<file path="config.mk">
export PLATFORM = sky130hd
export DESIGN_NAME = button_click_and_chord_detector_unit
export DESIGN_NICKNAME = d
export VERILOG_FILES = /design/src/design/bccd_pkg.sv /design/src/design/bccd_chord.sv /design/src/design/bccd_button.sv /design/src/design/button_click_and_chord_detector_unit.sv
export SDC_FILE = /design/constraint.sdc
export NUM_CORES = 1
export LEC_CHECK = 0
export ABC_AREA = 1
export BUFFER_PORTS_ARGS = -buffer_cell sky130_fd_sc_hd__buf_2
export CAP_MARGIN = 0
export CORE_MARGIN = 8
export CORE_UTILIZATION = 65
export DETAILED_ROUTE_END_ITERATION = 7
export PLACE_DENSITY_LB_ADDON = 0.1
export SLEW_MARGIN = 20
export SYNTH_ARGS = -nofsm -noshare
export SYNTH_HDL_FRONTEND = slang
export SYNTH_SLANG_ARGS = --single-unit
</file>
<file path="constraint.sdc">
create_clock -name clk_i -period 4.4 [get_ports clk_i]
set_input_delay 0.66 -clock clk_i [delete_from_list [all_inputs] [get_ports clk_i]]
set_output_delay 0.66 -clock clk_i [all_outputs]
set_load 0.02 [all_outputs]
</file>
<file path="src/design/bccd_pkg.sv">
// shared types and constants for the button click and chord detector
// no dependencies; imported by every module of the block

package bccd_pkg;

  localparam int unsigned NumButtons = 5;
  localparam int unsigned NumChords  = 3;

  localparam int unsigned HoldW = 8;
  localparam int unsigned MsW   = 16;
  localparam int unsigned TimeW = 32;

  // configuration register indexes
  typedef enum logic [1:0] {
    CFG_CHORD_HOLD = 2'd0,
    CFG_DEBOUNCE   = 2'd1,
    CFG_LONG_PRESS = 2'd2,
    CFG_UNUSED     = 2'd3
  } cfg_index_e;

  localparam logic [HoldW-1:0] HoldReset     = 8'd50;
  localparam logic [MsW-1:0]   DebounceReset = 16'd50;
  localparam logic [MsW-1:0]   LongReset     = 16'd1000;

  // timing limits shared by all click lanes
  typedef struct packed {
    logic [MsW-1:0] debounce_ms;
    logic [MsW-1:0] long_press_ms;
  } click_cfg_t;

  // what one click lane reports for a poll
  typedef struct packed {
    logic short_click;
    logic long_click;
  } click_res_t;

  // what one chord lane reports for a poll
  typedef struct packed {
    logic fire;
    logic blocked;
  } chord_res_t;

endpackage

</file>
<file path="src/design/bccd_chord.sv">
// one chord detector lane: hold counter and block flag
// depends on bccd_pkg

module bccd_chord (
  input  logic                      clk_i,
  input  logic                      rst_ni,
  input  logic                      step_i,
  input  logic                      en_i,
  input  logic                      held_i,
  input  logic [bccd_pkg::HoldW-1:0] hold_polls_i,
  output bccd_pkg::chord_res_t      res_o
);
  import bccd_pkg::*;

  logic [HoldW-1:0] count_q, count_d, count_inc;
  logic             blocked_q, blocked_d;
  logic             over;

  assign count_inc = count_q + HoldW'(1);
  assign over      = count_inc > hold_polls_i;

  always_comb begin
    count_d   = count_q;
    blocked_d = blocked_q;
    if (en_i) begin
      blocked_d = held_i;
      if (!held_i || over) begin
        count_d = '0;
      end else begin
        count_d = count_inc;
      end
    end
  end

  assign res_o.fire    = en_i & held_i & over;
  assign res_o.blocked = blocked_d;

  always_ff @(posedge clk_i or negedge rst_ni) begin
    if (!rst_ni) begin
      count_q   <= '0;
      blocked_q <= 1'b0;
    end else if (step_i) begin
      count_q   <= count_d;
      blocked_q <= blocked_d;
    end
  end

endmodule

</file>
<file path="src/design/bccd_button.sv">
// one click detector lane: press timestamp and release classification
// depends on bccd_pkg

module bccd_button (
  input  logic                       clk_i,
  input  logic                       rst_ni,
  input  logic                       step_i,
  input  logic                       en_i,
  input  logic                       level_i,
  input  logic [bccd_pkg::TimeW-1:0] now_i,
  input  bccd_pkg::click_cfg_t       cfg_i,
  output bccd_pkg::click_res_t       res_o
);
  import bccd_pkg::*;

  logic             last_q;
  logic [TimeW-1:0] press_q;
  logic [TimeW-1:0] elapsed;
  logic             press, release_ev, valid_len;

  assign press      = en_i & ~level_i & last_q;
  assign release_ev = en_i & level_i & ~last_q;
  assign elapsed    = now_i - press_q;
  assign valid_len  = elapsed > TimeW'(cfg_i.debounce_ms);

  assign res_o.short_click = release_ev & valid_len & (elapsed <= TimeW'(cfg_i.long_press_ms));
  assign res_o.long_click  = release_ev & valid_len & (elapsed >  TimeW'(cfg_i.long_press_ms));

  always_ff @(posedge clk_i or negedge rst_ni) begin
    if (!rst_ni) begin
      last_q  <= 1'b1;
      press_q <= '0;
    end else if (step_i) begin
      if (press) begin
        last_q  <= 1'b0;
        press_q <= now_i;
      end else if (release_ev) begin
        last_q  <= 1'b1;
      end
    end
  end

endmodule

</file>
<file path="src/design/button_click_and_chord_detector_unit.sv">
// top level of the button click and chord detector
// depends on bccd_pkg, bccd_chord and bccd_button

// One poll transaction carries five active-low button levels and the current
// millisecond time; each accepted poll yields exactly one result transaction in
// the next cycle, holding three chord request pulses and per-button short and
// long click masks. While s_axis_tready is high the block takes one poll per clock:
// three chord lanes (1+2+3, 1+2, 2+3) and five click lanes update in the accepting
// cycle, and a single output register holds the merged result, so s_axis_tready is
// high whenever that register is empty or being drained.
// Elapsed press time is taken modulo 2^32. A hold count of 255 never fires.
// Configuration writes are always accepted and should be issued while idle.

module button_click_and_chord_detector_unit (
  input  logic        clk_i,
  input  logic        rst_ni,
  // poll input; tdata bits from low: sw1, sw2, sw3, enc, joy levels, now_ms[31:0], zero pad
  input  logic        s_axis_tvalid,
  output logic        s_axis_tready,
  input  logic [39:0] s_axis_tdata,
  // result; tdata bits from low: chord_all_three, chord_one_two, chord_two_three,
  // short_clicks[4:0], long_clicks[4:0], zero pad
  output logic        m_axis_tvalid,
  input  logic        m_axis_tready,
  output logic [15:0] m_axis_tdata,
  // configuration write channel
  input  logic        cfg_valid_i,
  output logic        cfg_ready_o,
  input  logic [1:0]  cfg_index_i,
  input  logic [15:0] cfg_data_i
);
  import bccd_pkg::*;

  // configuration registers
  logic [HoldW-1:0] hold_q;
  logic [MsW-1:0]   debounce_q;
  logic [MsW-1:0]   long_q;
  click_cfg_t       click_cfg;

  assign cfg_ready_o = 1'b1;

  always_ff @(posedge clk_i or negedge rst_ni) begin
    if (!rst_ni) begin
      hold_q     <= HoldReset;
      debounce_q <= DebounceReset;
      long_q     <= LongReset;
    end else if (cfg_valid_i && cfg_ready_o) begin
      case (cfg_index_e'(cfg_index_i))
        CFG_CHORD_HOLD: hold_q     <= cfg_data_i[HoldW-1:0];
        CFG_DEBOUNCE:   debounce_q <= cfg_data_i;
        CFG_LONG_PRESS: long_q     <= cfg_data_i;
        default: ;
      endcase
    end
  end

  assign click_cfg.debounce_ms   = debounce_q;
  assign click_cfg.long_press_ms = long_q;

  // input unpacking
  logic [NumButtons-1:0] level;
  logic [TimeW-1:0]      now_ms;
  logic                  step;
  logic                  out_valid_q;

  assign level         = s_axis_tdata[NumButtons-1:0];
  assign now_ms        = s_axis_tdata[NumButtons +: TimeW];
  assign s_axis_tready = ~out_valid_q | m_axis_tready;
  assign step          = s_axis_tvalid & s_axis_tready;

  // chord lanes; the full chord gates the two pair chords
  logic             p1, p2, p3;
  chord_res_t       chord_res [NumChords];
  logic [NumChords-1:0] chord_held;
  logic [NumChords-1:0] chord_en;

  assign p1 = ~level[0];
  assign p2 = ~level[1];
  assign p3 = ~level[2];

  assign chord_held = {p2 & p3, p1 & p2, p1 & p2 & p3};
  assign chord_en   = {~chord_res[0].blocked, ~chord_res[0].blocked, 1'b1};

  for (genvar c = 0; c < NumChords; c++) begin : g_chord
    bccd_chord u_chord (
      .clk_i        (clk_i),
      .rst_ni       (rst_ni),
      .step_i       (step),
      .en_i         (chord_en[c]),
      .held_i       (chord_held[c]),
      .hold_polls_i (hold_q),
      .res_o        (chord_res[c])
    );
  end

  // click lanes; a button that belongs to an active chord is not checked
  logic [NumButtons-1:0] click_en;
  click_res_t            click_res [NumButtons];
  logic [NumButtons-1:0] shorts, longs;
  logic                  b0, b1, b2;

  assign b0 = chord_res[0].blocked;
  assign b1 = chord_res[1].blocked;
  assign b2 = chord_res[2].blocked;

  assign click_en = {1'b1, 1'b1, ~b0 & ~b2, ~b0 & ~b1 & ~b2, ~b0 & ~b1};

  for (genvar b = 0; b < NumButtons; b++) begin : g_button
    bccd_button u_button (
      .clk_i   (clk_i),
      .rst_ni  (rst_ni),
      .step_i  (step),
      .en_i    (click_en[b]),
      .level_i (level[b]),
      .now_i   (now_ms),
      .cfg_i   (click_cfg),
      .res_o   (click_res[b])
    );
    assign shorts[b] = click_res[b].short_click;
    assign longs[b]  = click_res[b].long_click;
  end

  // merge stage: one output register
  logic [15:0] out_data_q, out_data_d;

  assign out_data_d = {3'b000, longs, shorts,
                       chord_res[2].fire, chord_res[1].fire, chord_res[0].fire};

  always_ff @(posedge clk_i or negedge rst_ni) begin
    if (!rst_ni) begin
      out_valid_q <= 1'b0;
    end else if (s_axis_tready) begin
      out_valid_q <= s_axis_tvalid;
    end
  end

  always_ff @(posedge clk_i) begin
    if (step) begin
      out_data_q <= out_data_d;
    end
  end

  assign m_axis_tvalid = out_valid_q;
  assign m_axis_tdata  = out_data_q;

  // a button never reports both a short and a long click in one poll
  a_click_exclusive: assert property (@(posedge clk_i) disable iff (!rst_ni)
    out_valid_q |-> ((out_data_q[7:3] & out_data_q[12:8]) == 5'd0))
    else $error("short and long click on the same button");

  // the full chord firing means the pair chords were not evaluated
  a_full_blocks_pairs: assert property (@(posedge clk_i) disable iff (!rst_ni)
    (out_valid_q && out_data_q[0]) |-> (!out_data_q[1] && !out_data_q[2]))
    else $error("pair chord fired together with full chord");

  // a firing 1+2 chord suppresses clicks on buttons 1 and 2
  a_pair_suppress: assert property (@(posedge clk_i) disable iff (!rst_ni)
    (out_valid_q && out_data_q[1]) |->
      (out_data_q[4:3] == 2'b00 && out_data_q[9:8] == 2'b00))
    else $error("click reported on a button of an active chord");

  // an accepted poll always produces a result on the next cycle
  a_poll_result: assert property (@(posedge clk_i) disable iff (!rst_ni)
    step |=> out_valid_q)
    else $error("accepted poll produced no result");

  // padding bits stay zero
  a_pad_zero: assert property (@(posedge clk_i) disable iff (!rst_ni)
    out_valid_q |-> (out_data_q[15:13] == 3'b000))
    else $error("result padding not zero");

endmodule
</file>
==> metrics.txt <==
Worst Setup Path Type flop to flop; final setup vio count 0; vias per cell 5.34; fin nets 4835; Area Overhead vs Synth 7.61%; Die Footprint 48000 sq um; critical path's largest stage delay 0.42 ns; Worst-Margin Slew 1.04 ns; commonest cells after routing, fill and taps aside 1515 x nand2_1, 936 x inv_1, 346 x ha_1; post-route cell area 28900 sq um; Worst Path Max Fanout 3; sequential area share after synthesis 23.0%; leading cell type in the layout, fill and taps excluded nand2_1; Final GP Congestion 1.02; clk buf depth 3; htree depth 1; synth warn 0; Ant. Diodes 0; status complete, no violations; Clock Sink Count 243; Slew Limit Fails 0; initial DRC count 2223; first-pass GRT wire length 125000 um; Post-Place Cell Area 27800 sq um; clk_lat worst skew 0.60 ns; RSZ-0062 raised after global routing false; sequential fraction of design power 18.2%; total track usage 32.7%; Avg Synthesized Cell Area 6.16 sq um; number of max-cap violations 0; Antenna Violating Nets Remaining 0; fin crit share 78.9%; Sw Share 50.7%; fmax 288 MHz; Boundary Pins 82; kind of end point of the critical path flop; Clk pin slew, worst setup/hold paths 0.06 ns; dominant synthesized flop cell dfrtp_1; RR Endpoint m_axis_tdata[9]; Post-CTS Setup Bufs 0; Die W 219 um; asr flop ratio synth 94.7%; vias 26601; skew final 0.0247 ns; root buffer cell clkbuf_16; PortBufs 74; Tot Pwr 0.0176 W; WP data arrival 3.81 ns; Pleak 17.1 nW; Starting Density 65.8%; switching power 0.00893 W; Post-synth EDFFs 13; Relative slew margins 30.4%; CP Cell Sequence ha_1 > fa_1 > inv_1 > nand3_1 > nand3_1 > nand3_1 > nand3_2 > xor2_1 > ha_1 > nand4_1 > nor4_1 > inv_1 > o21ai_0 > inv_1 > nor2_1 > nor2_1; Die H 219 um; initial antenna violation count 0; fin cells 4977; Placed Cells 4921; crit path time final 3.47 ns; Clock Power Share 15.2%; maximum number of pins on one net before global-route repair 99; cell internal pwr 0.00869 W; Cell Area, Synth 26800 sq um; layout cells sized above 1 5.87%; worst r2r src g_button[1].u_button.press_q[0]; post-synth cell types 50; DRC viols 0; total gr overflow 0; CORE AREA 40700 sq um; post-cts sizing count 0; slowest CP cell fa_1; 1st-pass router iterations 8; flop2flop setup slack 0.93 ns; HPWL after DPL 62000 um; total CTS buffers 30; VDD IR-drop max 429 uV; vias in the first global route 24388; Hold/Removal Path Class primary input to async pin; CTS tree built; P per Cell Area 611 nW/um^2; Cells after Synth 4350; final core utilization 70.8%; num rows 74; Synth Register Bits 243; Gate power share 66.5%; CTS Hold Buffers Added 0; Final Hold Violating Endpoints 0; Fill cells 3699; Worst Reg-to-Reg Cells 16; Critical Path RT 4.74 ns; setup TNS 0 ns; drt wl/cell 15.9 um; Routed WL 79100 um; CP Launch Type flop
area by class of cell:
class,count,area [sq um],share of cell area [%]
multi-input combinational,3118,16900,58.7
timing repair buffer,84,468,1.62
sequential,243,6170,21.4
clock buffer,40,830,2.88
inverter,944,3540,12.3
tap,532,666,2.31
clock inverter,16,239,0.828
per-stage QoR:
step,hold slack [ns],setup WS (ns)
after floorplan,0.364,1.19
after global placement,0.465,0.566
after detailed placement,0.472,0.511
after CTS,0.117,0.989
after global routing,0.149,0.735
final,0.0945,0.930
power groups by stage:
| stage | Sequential [W] | Clock [W] | Combinational [W] |
|---|---|---|---|
| global placement | 0.00321 | 0 | 0.0111 |
| detailed placement | 0.00323 | 0 | 0.0114 |
| finish | 0.00322 | 0.00269 | 0.0117 |
| floorplan | 0.00315 | 0 | 0.00876 |
| CTS | 0.00321 | 0.00271 | 0.0115 |
| global route | 0.00327 | 0.00279 | 0.0133 |
cells in the mapped netlist (25+ instances only):
library cell / instances / share of area [%]
nand2_1: 1517 / 21
inv_1: 936 / 13
ha_1: 346 / 16
nor2_1: 273 / 3.8
o21ai_0: 221 / 4.1
dfrtp_1: 213 / 20
nand3_1: 177 / 3.3
a21oi_1: 172 / 3.2
xor2_1: 79 / 2.6
nand4_1: 66 / 1.5
nand2_2: 47 / 1.1
nor2_2: 36 / 0.84
clkbuf_1: 33 / 0.46
nor3_1: 25 / 0.47
how the worst max path moves through the flow:
stage,start,endpoint,slack (ns)
6_report,g_button[1].u_button.press_q[0],m_axis_tdata[9],0.93
5_1_grt,g_button[1].u_button.press_q[0],m_axis_tdata[9],0.73
4_1_cts,g_button[1].u_button.press_q[0],m_axis_tdata[4],0.99
3_5_place_dp,s_axis_tdata[5],m_axis_tdata[3],0.51
3_3_place_gp,s_axis_tdata[10],m_axis_tdata[4],0.57
2_1_floorplan,s_axis_tdata[5],m_axis_tdata[9],1.19
metal layers:
layer | GRT usage [%] | share of wire (%) | vias to the layer above
li1 | - | - | 13607
met1 | 45.1 | 44 | 11848
met2 | 50.8 | 42 | 979
met3 | 4.31 | 9.0 | 167
met4 | 14.4 | 5.1 | 0
met5 | 0 | 0 | -
worst max-delay path: cells and delay by family, from the launching register on:
kind / cells / cell delay [ns]
buffers and inverters: 3 / 0.30
XOR/XNOR: 1 / 0.31
flip-flops: 1 / 0.39
AND/OR/NAND/NOR: 8 / 1.04
AO/OA/AOI/OAI: 1 / 0.35
adder cells (fa/ha/maj): 3 / 0.81
registers in the layout (all words and copies together) (netlist names):
register                   flops
m_axis_tvalid                  1
m_axis_tdata                  13
hold_q                         8
long_q                        16
g_button.u_button.last_q       5
debounce_q                    16
g_chord.u_chord.count_q       24
g_button.u_button.press_q    160
cell families (layout without fill, tap and decap cells):
family          Yosys count  count (layout)  synth area share, %
buf+inv                 991            1084                 14.0
mux                       4               4                0.149
other cells               2               4               0.0280
simple gates           2202            2202                 34.1
flops                   243             243                 23.0
xor+xnor                 86              86                 2.81
compound gates          471             471                 9.42
fa+ha+maj               351             351                 16.5
(Power assumes the default switching activity.)
